<file path="config.mk">
export PLATFORM = sky130hd
export DESIGN_NAME = first_fit_hour_slot_allocator_core_flat
export DESIGN_NICKNAME = d
export VERILOG_FILES = /design/src/rtl/fhs_pkg.sv /design/src/rtl/fhs_if.sv /design/src/rtl/first_fit_hour_slot_allocator_core.sv /design/src/rtl/fhs_cell.sv /design/src/flat_wrapper.sv
export SDC_FILE = /design/constraint.sdc
export NUM_CORES = 2
export LEC_CHECK = 0
export BUFFER_PORTS_ARGS = -buffer_cell sky130_fd_sc_hd__buf_2
export CELL_PAD_IN_SITES_DETAIL_PLACEMENT = 1
export CELL_PAD_IN_SITES_GLOBAL_PLACEMENT = 1
export CORE_MARGIN = 2
export CORE_UTILIZATION = 25
export CTS_BUF_LIST = sky130_fd_sc_hd__clkbuf_8 sky130_fd_sc_hd__clkbuf_16
export CTS_CLUSTER_SIZE = 24
export DETAILED_ROUTE_END_ITERATION = 6
export HOLD_SLACK_MARGIN = 0.15
export PLACE_DENSITY_LB_ADDON = 0.25
export SLEW_MARGIN = 20
export SYNTH_ARGS = -nofsm -noshare
export SYNTH_HDL_FRONTEND = slang
export SYNTH_SLANG_ARGS = --single-unit
</file>
<file path="constraint.sdc">
create_clock -name clk_i -period 61 [get_ports clk_i]
set_input_delay 9.15 -clock clk_i [delete_from_list [all_inputs] [get_ports clk_i]]
set_output_delay 9.15 -clock clk_i [all_outputs]
set_load 0.02 [all_outputs]
</file>
<file path="src/rtl/fhs_pkg.sv">
// ----------------------------------------------------------------------------
// fhs_pkg
// Shared types and widths for the first-fit hour-slot allocator.
// ----------------------------------------------------------------------------
package fhs_pkg;

  // Field widths of the request and response beats
  localparam int HOUR_W = 5;
  localparam int VEH_W  = 6;

  // Cell index width, wide enough for the largest supported vehicle count
  localparam int IDX_W  = 6;

  // Running count width, holds the largest vehicle number itself
  localparam int CNT_W  = 7;

  // Control half of the token that walks the cell chain
  typedef struct packed {
    logic             active;
    logic             hit;
    logic [IDX_W-1:0] idx;
  } fhs_tok_t;

endpackage

</file>
<file path="src/rtl/fhs_if.sv">
// ----------------------------------------------------------------------------
// fhs_req_if / fhs_rsp_if
// Valid/ready channels for booking requests and grant responses.
// ----------------------------------------------------------------------------
interface fhs_req_if;
  import fhs_pkg::*;

  logic              valid;
  logic              ready;
  logic [HOUR_W-1:0] start_hour;
  logic [HOUR_W-1:0] end_hour;
  logic              new_batch;

  modport source (output valid, output start_hour, output end_hour, output new_batch,
                  input ready);
  modport sink   (input valid, input start_hour, input end_hour, input new_batch,
                  output ready);
endinterface

interface fhs_rsp_if;
  import fhs_pkg::*;

  logic             valid;
  logic             ready;
  logic [VEH_W-1:0] vehicle;
  logic [VEH_W-1:0] vehicles_in_use;
  logic             refused;

  modport source (output valid, output vehicle, output vehicles_in_use, output refused,
                  input ready);
  modport sink   (input valid, input vehicle, input vehicles_in_use, input refused,
                  output ready);
endinterface

</file>
<file path="src/rtl/first_fit_hour_slot_allocator_core.sv">
// ----------------------------------------------------------------------------
// first_fit_hour_slot_allocator_core
// First-fit allocator of hour intervals to vehicles, one cell per vehicle.
// ----------------------------------------------------------------------------
// Each request beat names an hour interval [start_hour, end_hour) and is
// granted to the lowest-numbered vehicle whose bitmap is free over it; an
// empty interval goes to vehicle 1, and a request no vehicle can take comes
// back refused with vehicle 0. A request with new_batch set clears every
// bitmap and the in-use count before it is served. The block handles one
// request at a time: the request walks a chain of MAX_VEHICLES cells, one
// cell per cycle unless the output stalls the chain, and the response beat is
// registered at its tail; the next request is taken the cycle after that
// response is registered, even while it still waits on the output.
// ----------------------------------------------------------------------------
module first_fit_hour_slot_allocator_core #(
  parameter int MAX_VEHICLES = 32,
  parameter int HOUR_SLOTS   = 24
) (
  input  logic      clk_i,
  input  logic      rst_ni,
  fhs_req_if.sink   req_i,
  fhs_rsp_if.source rsp_o
);
  import fhs_pkg::*;

  localparam int EXT_W = 7;

  // Chain taps: index 0 is the launch register, index N is the tail
  fhs_tok_t              tok_chain  [MAX_VEHICLES+1];
  logic [HOUR_SLOTS-1:0] want_chain [MAX_VEHICLES+1];

  logic                  busy_q;
  logic                  launch_q;
  logic [HOUR_SLOTS-1:0] launch_want_q;
  logic [HOUR_SLOTS-1:0] want_d;
  logic [EXT_W-1:0]      end_clamp;
  logic                  accept;
  logic                  clr;
  logic                  en;
  logic                  capture;
  logic [CNT_W-1:0]      used_q;
  logic [CNT_W-1:0]      granted;
  logic                  out_valid_q;
  logic [VEH_W-1:0]      out_vehicle_q;
  logic [VEH_W-1:0]      out_used_q;
  logic                  out_refused_q;
  fhs_tok_t              tail;

  // Take a request only with the chain empty
  assign req_i.ready = !busy_q;
  assign accept      = req_i.valid && !busy_q;
  assign clr         = accept && req_i.new_batch;

  // Freeze the chain while a finished token cannot land in the output stage
  assign tail    = tok_chain[MAX_VEHICLES];
  assign en      = !(tail.active && out_valid_q && !rsp_o.ready);
  assign capture = tail.active && en;

  // Clamp the end hour to the slot count, then build the interval mask
  always_comb begin
    if (EXT_W'(req_i.end_hour) > EXT_W'(HOUR_SLOTS)) begin
      end_clamp = EXT_W'(HOUR_SLOTS);
    end else begin
      end_clamp = EXT_W'(req_i.end_hour);
    end
    for (int h = 0; h < HOUR_SLOTS; h++) begin
      want_d[h] = (EXT_W'(h) >= EXT_W'(req_i.start_hour)) && (EXT_W'(h) < end_clamp);
    end
  end

  always_ff @(posedge clk_i or negedge rst_ni) begin
    if (!rst_ni) begin
      busy_q   <= 1'b0;
      launch_q <= 1'b0;
    end else begin
      if (accept) begin
        busy_q <= 1'b1;
      end else if (capture) begin
        busy_q <= 1'b0;
      end
      if (en) begin
        launch_q <= accept;
      end
    end
  end

  always_ff @(posedge clk_i) begin
    if (accept) begin
      launch_want_q <= want_d;
    end
  end

  always_comb begin
    tok_chain[0]        = '0;
    tok_chain[0].active = launch_q;
    want_chain[0]       = launch_want_q;
  end

  // One cell per vehicle, vehicle v+1 in cell v
  for (genvar v = 0; v < MAX_VEHICLES; v++) begin : g_cell
    fhs_cell #(
      .HOUR_SLOTS (HOUR_SLOTS),
      .CELL_IDX   (v)
    ) u_cell (
      .clk_i  (clk_i),
      .rst_ni (rst_ni),
      .en_i   (en),
      .clr_i  (clr),
      .tok_i  (tok_chain[v]),
      .want_i (want_chain[v]),
      .tok_o  (tok_chain[v+1]),
      .want_o (want_chain[v+1])
    );
  end

  // Vehicle number of the tail token, zero when nobody took it
  assign granted = tail.hit ? (CNT_W'(tail.idx) + CNT_W'(1)) : '0;

  always_ff @(posedge clk_i or negedge rst_ni) begin
    if (!rst_ni) begin
      used_q      <= '0;
      out_valid_q <= 1'b0;
    end else begin
      if (clr) begin
        used_q <= '0;
      end else if (capture && (granted > used_q)) begin
        used_q <= granted;
      end
      if (capture) begin
        out_valid_q <= 1'b1;
      end else if (rsp_o.ready) begin
        out_valid_q <= 1'b0;
      end
    end
  end

  // Register the response beat; the count reflects this grant
  always_ff @(posedge clk_i) begin
    if (capture) begin
      out_vehicle_q <= granted[VEH_W-1:0];
      out_refused_q <= !tail.hit;
      if (granted > used_q) begin
        out_used_q <= granted[VEH_W-1:0];
      end else begin
        out_used_q <= used_q[VEH_W-1:0];
      end
    end
  end

  assign rsp_o.valid           = out_valid_q;
  assign rsp_o.vehicle         = out_vehicle_q;
  assign rsp_o.vehicles_in_use = out_used_q;
  assign rsp_o.refused         = out_refused_q;

endmodule

</file>
<file path="src/rtl/fhs_cell.sv">
// ----------------------------------------------------------------------------
// fhs_cell
// One vehicle: holds its hour bitmap and claims a passing request if free.
// ----------------------------------------------------------------------------
module fhs_cell #(
  parameter int HOUR_SLOTS = 24,
  parameter int CELL_IDX   = 0
) (
  input  logic                  clk_i,
  input  logic                  rst_ni,
  input  logic                  en_i,
  input  logic                  clr_i,
  input  fhs_pkg::fhs_tok_t     tok_i,
  input  logic [HOUR_SLOTS-1:0] want_i,
  output fhs_pkg::fhs_tok_t     tok_o,
  output logic [HOUR_SLOTS-1:0] want_o
);
  import fhs_pkg::*;

  logic [HOUR_SLOTS-1:0] occ_q, occ_d;
  fhs_tok_t              tok_q, tok_d;
  logic [HOUR_SLOTS-1:0] want_q;
  logic                  take;

  // Claim only the first free vehicle along the chain
  assign take = en_i && tok_i.active && !tok_i.hit && ((occ_q & want_i) == '0);

  always_comb begin
    tok_d = tok_i;
    if (take) begin
      tok_d.hit = 1'b1;
      tok_d.idx = IDX_W'(CELL_IDX);
    end
  end

  always_comb begin
    occ_d = occ_q;
    if (clr_i) begin
      occ_d = '0;
    end else if (take) begin
      occ_d = occ_q | want_i;
    end
  end

  always_ff @(posedge clk_i or negedge rst_ni) begin
    if (!rst_ni) begin
      occ_q <= '0;
      tok_q <= '0;
    end else begin
      occ_q <= occ_d;
      if (en_i) begin
        tok_q <= tok_d;
      end
    end
  end

  // Pass the mask along with the token, hold it during a stall
  always_ff @(posedge clk_i) begin
    if (en_i) begin
      want_q <= want_i;
    end
  end

  assign tok_o  = tok_q;
  assign want_o = want_q;

endmodule

</file>
<file path="src/flat_wrapper.sv">
// flat-port wrapper written by rule: the top's interface ports become plain ports
module first_fit_hour_slot_allocator_core_flat import fhs_pkg::*;
#(
  parameter int MAX_VEHICLES = 32,
  parameter int HOUR_SLOTS   = 24
)
  (clk_i, rst_ni, req_i_valid, req_i_start_hour, req_i_end_hour, req_i_new_batch, req_i_ready, rsp_o_valid, rsp_o_vehicle, rsp_o_vehicles_in_use, rsp_o_refused, rsp_o_ready);
  fhs_req_if req_i_i ();
  fhs_rsp_if rsp_o_i ();
  input  logic clk_i;
  input  logic rst_ni;
  input wire logic [$bits(req_i_i.valid)-1:0] req_i_valid;
  input wire logic [$bits(req_i_i.start_hour)-1:0] req_i_start_hour;
  input wire logic [$bits(req_i_i.end_hour)-1:0] req_i_end_hour;
  input wire logic [$bits(req_i_i.new_batch)-1:0] req_i_new_batch;
  output wire logic [$bits(req_i_i.ready)-1:0] req_i_ready;
  output wire logic [$bits(rsp_o_i.valid)-1:0] rsp_o_valid;
  output wire logic [$bits(rsp_o_i.vehicle)-1:0] rsp_o_vehicle;
  output wire logic [$bits(rsp_o_i.vehicles_in_use)-1:0] rsp_o_vehicles_in_use;
  output wire logic [$bits(rsp_o_i.refused)-1:0] rsp_o_refused;
  input wire logic [$bits(rsp_o_i.ready)-1:0] rsp_o_ready;
  assign req_i_i.valid = req_i_valid;
  assign req_i_i.start_hour = req_i_start_hour;
  assign req_i_i.end_hour = req_i_end_hour;
  assign req_i_i.new_batch = req_i_new_batch;
  assign req_i_ready = req_i_i.ready;
  assign rsp_o_valid = rsp_o_i.valid;
  assign rsp_o_vehicle = rsp_o_i.vehicle;
  assign rsp_o_vehicles_in_use = rsp_o_i.vehicles_in_use;
  assign rsp_o_refused = rsp_o_i.refused;
  assign rsp_o_i.ready = rsp_o_ready;
  first_fit_hour_slot_allocator_core #(.MAX_VEHICLES(MAX_VEHICLES), .HOUR_SLOTS(HOUR_SLOTS)) u_core (.clk_i(clk_i), .rst_ni(rst_ni), .req_i(req_i_i), .rsp_o(rsp_o_i));
endmodule
</file>
# Word-level counts from Yosys, hierarchy flattened
# Index checks and enable logic that the tools add are counted.
classes:
  bitwise: 64
  div: 0
  n_shift: 0
  reduce_logical: 227
  mul: 0
  mux: 105
  eq_ne: 0
  addsub: 1
  order_cmp: 50
ops:
  columns: ["operator", "count"]
  rows:
  - ["$mux 24", 64]
  - ["$and 24x24->24", 32]
  - ["$logic_not 24->1", 32]
  - ["$or 24x24->24", 32]
  - ["$mux 7", 35]
  - ["$logic_and 1x1->1", 125]
  - ["$reduce_bool 2->1", 35]
  - ["$ge 4x5->1 const A", 8]
  - ["$ge 5x5->1 const A", 8]
  - ["$lt 4x5->1 const A", 8]
  - ["$lt 5x5->1 const A", 8]
  - ["$logic_not 1->1", 35]
  - ["$ge 3x5->1 const A", 4]
  - ["$lt 3x5->1 const A", 4]
  - ["$ge 1x5->1 const A", 2]
  - ["$ge 2x5->1 const A", 2]
  - ["$lt 1x5->1 const A", 2]
  - ["$lt 2x5->1 const A", 2]
  - ["$add 6x1->7 const B", 1]
  - ["$gt 7x7->1", 1]
  - ["$mux 6", 1]
  - ["$gt 5x5->1 const B", 1]
  - ["$mux 5", 1]
  - ["$mux 1", 4]
totals:
  memories: 0
  latch_bits: 0
  mem_bits_ro: 0
  elab_cells: 614
  mem_bits_rw: 0
  register_bits: 1815

# Depth between registers and ports, before layout
logic_depth:
  word_depth: 8
  mapped_depth: 11

# Cells and area by module
# A second synthesis with hierarchy kept.
hier_totals:
  hier_cells: 5879
  hier_area_um2: 80405.9
modules_own_cells:
  columns: ["mod", "cells_per_inst", "instances", "area_per_inst_um2"]
  rows:
  - ["fhs_cell (u_core.g_cell[10].u_cell ...)", 176, 10, 2498.6]
  - ["fhs_cell (u_core.g_cell[11].u_cell ...)", 176, 10, 2362.3]
  - ["fhs_cell (u_core.g_cell[16].u_cell ...)", 183, 5, 2509.9]
  - ["fhs_cell (u_core.g_cell[15].u_cell ...)", 179, 5, 2403.6]
  - ["fhs_cell (u_core.g_cell[0].u_cell)", 179, 1, 2529.9]
  - ["fhs_cell (u_core.g_cell[31].u_cell)", 176, 1, 2391.0]
  - ["first_fit_hour_slot_allocator_core", 194, 1, 2308.5]

# Least setup slack after synthesis
# Ideal clock, no wire load.
synth_timing:
  path_kind: "input port to flip-flop"
  startpoint: "in rsp_o_ready"
  endpoint: "reg u_core.g_cell[0].u_cell.want_q[0] (enable)"
  cell_stages: 6
  setup_time_ps: 1399
  n_path_buf: 4
  arrival_ps: 30112
  slack_ps: 29488
  cell_sequence: "and3b_1 buf_6 inv_4 buf_4 clkbuf_1 clkbuf_1"
synth_via:
  elab_chain_len: 2
synth_rtl:
  columns: ["element", "line", "rtl"]
  rows:
  - ["from (decl)", "flat_wrapper.sv:21", "input wire logic [$bits(rsp_o_i.ready)-1:0] rsp_o_ready;"]
  - ["$logic_not 1->1", "first_fit_hour_slot_allocator_core.sv:56", "assign en = !(tail.active && out_valid_q && !rsp_o.ready);"]
  - ["$logic_and 1x1->1", "first_fit_hour_slot_allocator_core.sv:56", null]
  - ["to (signal assigned)", "fhs_cell.sv:60", "want_q <= want_i;"]
  - ["to (decl)", "fhs_cell.sv:22", "logic [HOUR_SLOTS-1:0] want_q;"]
# No other way between the ends.
# A chain may end at the register's enable or synchronous reset.

# Worst setup path in the final report
layout_timing:
  startpoint: "in req_i_valid"
  endpoint: "reg u_core.g_cell[12].u_cell.occ_q[7]"
layout_via:
  elab_chain_len: 3
layout_rtl:
  columns: ["element", "line", "rtl"]
  rows:
  - ["from (decl)", "flat_wrapper.sv:12", "input wire logic [$bits(req_i_i.valid)-1:0] req_i_valid;"]
  - ["$logic_and 1x1->1 *", "first_fit_hour_slot_allocator_core.sv:51", "assign accept = req_i.valid && !busy_q;"]
  - ["named net u_core.accept", "first_fit_hour_slot_allocator_core.sv:37", "logic accept;"]
  - ["$logic_and 1x1->1 *", "first_fit_hour_slot_allocator_core.sv:52", "assign clr = accept && req_i.new_batch;"]
  - ["$mux 24 / $reduce_bool 2->1 (equally long branches)", null, null]
  - ["to (signal assigned)", "fhs_cell.sv:47", "occ_q <= '0;"]
  - ["to (signal assigned)", "fhs_cell.sv:50", "occ_q <= occ_d;"]
  - ["to (decl)", "fhs_cell.sv:20", "logic [HOUR_SLOTS-1:0] occ_q, occ_d;"]
# Mark *: on every way through the listed nets, which the timed path passes. The rest lies on a longest branch.

==> flow_summary.json <==
{
  "rr_startpoint": "u_core.busy_q",
  "synth_top_area_cell": "dfrtp_1",
  "arrival_ns": 14.16,
  "p_sw_frac": 0.327,
  "outcome": "finished, final reports clean",
  "drt-total-wl_mm": 166,
  "ant_nets": 0,
  "postPlaceCellArea_um2": 69900,
  "core_area_um2": 263000,
  "drt-initial-drc-count": 2770,
  "hp-start": "u_core.g_cell[25].u_cell.want_o[10]",
  "clock_path_buffers": 3,
  "cts_tree": "done",
  "final_area_um2": 76700,
  "port-buffer-count": 29,
  "crit_start": "req_i_valid",
  "yosys-top-cells-area": "dfrtp_1 37%, edfxtp_1 35%, nand2_1 9.5%",
  "yosysWarnings": 0,
  "path_clk_slew_ns": 0.06,
  "cts-root-buf": "clkbuf_16",
  "synth_top_area_share": 0.367,
  "placed_cells": 8835,
  "fin_setup_tns_ns": 0,
  "pre_cts_slack_ns": 46.45,
  "final_cells": 9210,
  "max_slew_margin": 0.282,
  "p_leak_nw": 32.6,
  "synthDistinctLibCells": 59,
  "power_density_nw_per_um2": 54.1,
  "syn_avg_cell_area_um2": 11.9,
  "slowest_delay_ns": 0.98,
  "startpoint_type": "input pin",
  "slowest_stage": "buf_4",
  "clockPowerShare": 0.289,
  "fin_hold_ws_ns": 0.429,
  "fmax_mhz": 74.4,
  "combPwrFrac": 0.164,
  "path_common_cell": "buf_4",
  "synthCells": 5548,
  "synth-edff-count": 781,
  "cp_max_fo": 236,
  "tightest_slew_ns": 1.08,
  "fillCellCount": 28800,
  "power.internal_mw": 2.79,
  "p_total_mw": 4.15,
  "async_flop_share": 0.554,
  "place.gp.congestion": 0.737,
  "worstSkewPairLatency_ns": 0.89,
  "die_h_um": 518,
  "final.setup_skew_ns": 0.0784,
  "worstSetupEndpointType": "register",
  "drc": 0,
  "grt_use_total": 0.123,
  "cts-buffers-inserted": 197,
  "grt_overflow": 0,
  "nets": 5542,
  "cp.required_ns": 61.72,
  "setup_viol": 0,
  "maxCapViolCount": 0,
  "ctsHoldBuffers": 0,
  "grt_max_degree": 237,
  "seq_area_frac_synth": 0.722,
  "yosysMostFrequentCell": "nand2_1",
  "grt_pass1_vias": 43400,
  "synth_area_um2": 66100,
  "switching_power_mw": 1.36,
  "die_w_um": 518,
  "grt_pass1_wl_mm": 265,
  "syn_to_final_growth_pct": 16.0,
  "antenna_found_initial": 8,
  "synth_fp_nets": 5570,
  "fin_crit_sh": 0.220,
  "post-route-util": 0.292,
  "dr.pass1.iters": 6,
  "dp_hpwl_mm": 107,
  "viasPerCell": 4.47,
  "fp-row-count": 188,
  "peakVddDrop_uv": 27.8,
  "cp_cell_sequence": "buf_2 > nor2b_4 > nand2_4 > buf_12 > buf_4 > buf_6 > buf_4 > nand2_1 > o21ai_0",
  "synthTopCellsByCount": "1667 x nand2_1, 970 x dfrtp_1, 781 x edfxtp_1",
  "wl_per_cell_um": 18.0,
  "ys_seq_elements": 1751,
  "start_util": 0.252,
  "clkSinkCount": 1751,
  "seq_power_share": 0.546,
  "synth_ff_type": "dfrtp_1",
  "finalMaxSlewViolations": 0,
  "cts_resized": 0,
  "final_hold_viol_count": 0,
  "worst_hold_path_type": "reg -> reg",
  "post-route-min-period_ns": 13.44,
  "rsz0062_at_grt": "no",
  "cts_htree_levels": 4,
  "cts_setup_buffers": 0,
  "path_class": "in -> reg",
  "postLayoutSetupSlackWorst_ns": 47.56,
  "io_pins": 30,
  "vias": 41200,
  "fp.dieArea_um2": 268000,
  "layout-drive-gt1-share": 0.0843
}
cell type report:
cell class / count / area [um2] / share of cell area
multi-input cells: 3456 / 17000 / 0.221
repair buffers: 94 / 748 / 0.00976
inverters: 20 / 91.3 / 0.00119
clock buffers: 224 / 5300 / 0.0691
diodes: 2 / 5.00 / 0.0000653
clock inverters: 148 / 1420 / 0.0185
flip-flops and latches: 1751 / 47700 / 0.622
well taps: 3515 / 4400 / 0.0574
cells in the final DEF, fill, tap and decap left out, types with 31 or more instances in the layout:
cell       Yosys  final
a22o_1        74     74
a22oi_1      175    175
a31o_2        49     49
nand2_1     1667   1666
nor2_1       219    219
a222oi_1      31     31
o21ai_0      751    751
a221oi_1      79     79
nand4_1       57     57
dfrtp_1      970    970
buf_4          1     53
inv_1         18     73
clkbuf_16      0    197
a21oi_1      108    108
clkinv_2       0     33
and2_1        54     54
edfxtp_1     781    781
worst max-delay path, delay by kind of cell:
| family | cells | cell delay [ns] |
|---|---|---|
| and+or+nand+nor | 3 | 1.15 |
| buffers and inverters | 5 | 3.28 |
| AOI/OAI and AO/OA | 1 | 0.20 |
registers in the layout (all words and copies together) (netlist names):
signal and cells:
u_core.rsp_o.refused 1, u_core.launch_want_q 24, u_core.rsp_o.vehicle 6, u_core.g_cell.u_cell.want_o 744, u_core.used_q 6, u_core.g_cell.u_cell.occ_q 768, u_core.g_cell.u_cell.tok_o 193, u_core.rsp_o.valid 1
u_core.rsp_o.vehicles_in_use 6, u_core.launch_q 1, u_core.busy_q 1
power by group through the flow:
stage                     registers (mW)  logic (mW)  clock network, mW
after floorplan                     2.11       0.513                  0
after global placement              2.29       0.669                  0
after detailed placement            2.30       0.699                  0
after CTS                           2.29       0.701               1.24
after global routing                2.34       0.802               1.29
final                               2.27       0.681               1.20
worst paths after layout:
| kind | endpoint | slack [ns] | cells past startpoint |
|---|---|---|---|
| min in group asynchronous | u_core.g_cell[25].u_cell.occ_q[5] | 8.42 | 1 |
| worst max register to register | u_core.g_cell[12].u_cell.occ_q[7] | 55.67 | 8 |
| worst max-delay path | u_core.g_cell[12].u_cell.occ_q[7] | 47.56 | 9 |
| worst min register to register | u_core.g_cell[26].u_cell.want_o[10] | 0.43 | 0 |
| worst min-delay path | u_core.g_cell[26].u_cell.want_o[10] | 0.43 | 0 |
| max in group asynchronous | u_core.g_cell[5].u_cell.occ_q[21] | 48.46 | 5 |
per-layer routing:
metal | routed length [um] | GRT usage | up-vias
met2 | 82400 | 0.209 | 425
met5 | 10 | 0 | -
li1 | - | - | 19500
met4 | 3310 | 0.0327 | 2
met3 | 4610 | 0.0196 | 231
met1 | 75800 | 0.163 | 21000
kinds of logic (layout without fill, tap and decap cells):
family | count (synthesis) | count (layout) | synth area share
AO/OA/AOI/OAI | 1348 | 1348 | 0.126
XOR/XNOR | 3 | 3 | 0.000398
adder cells (fa/ha/maj) | 7 | 7 | 0.00133
buffers and inverters | 341 | 486 | 0.0211
flip-flops | 1751 | 1751 | 0.722
multiplexers | 6 | 6 | 0.00102
other | 0 | 2 | 0
AND/OR/NAND/NOR | 2092 | 2092 | 0.128
Note: power is estimated with default switching activity, not from simulation.
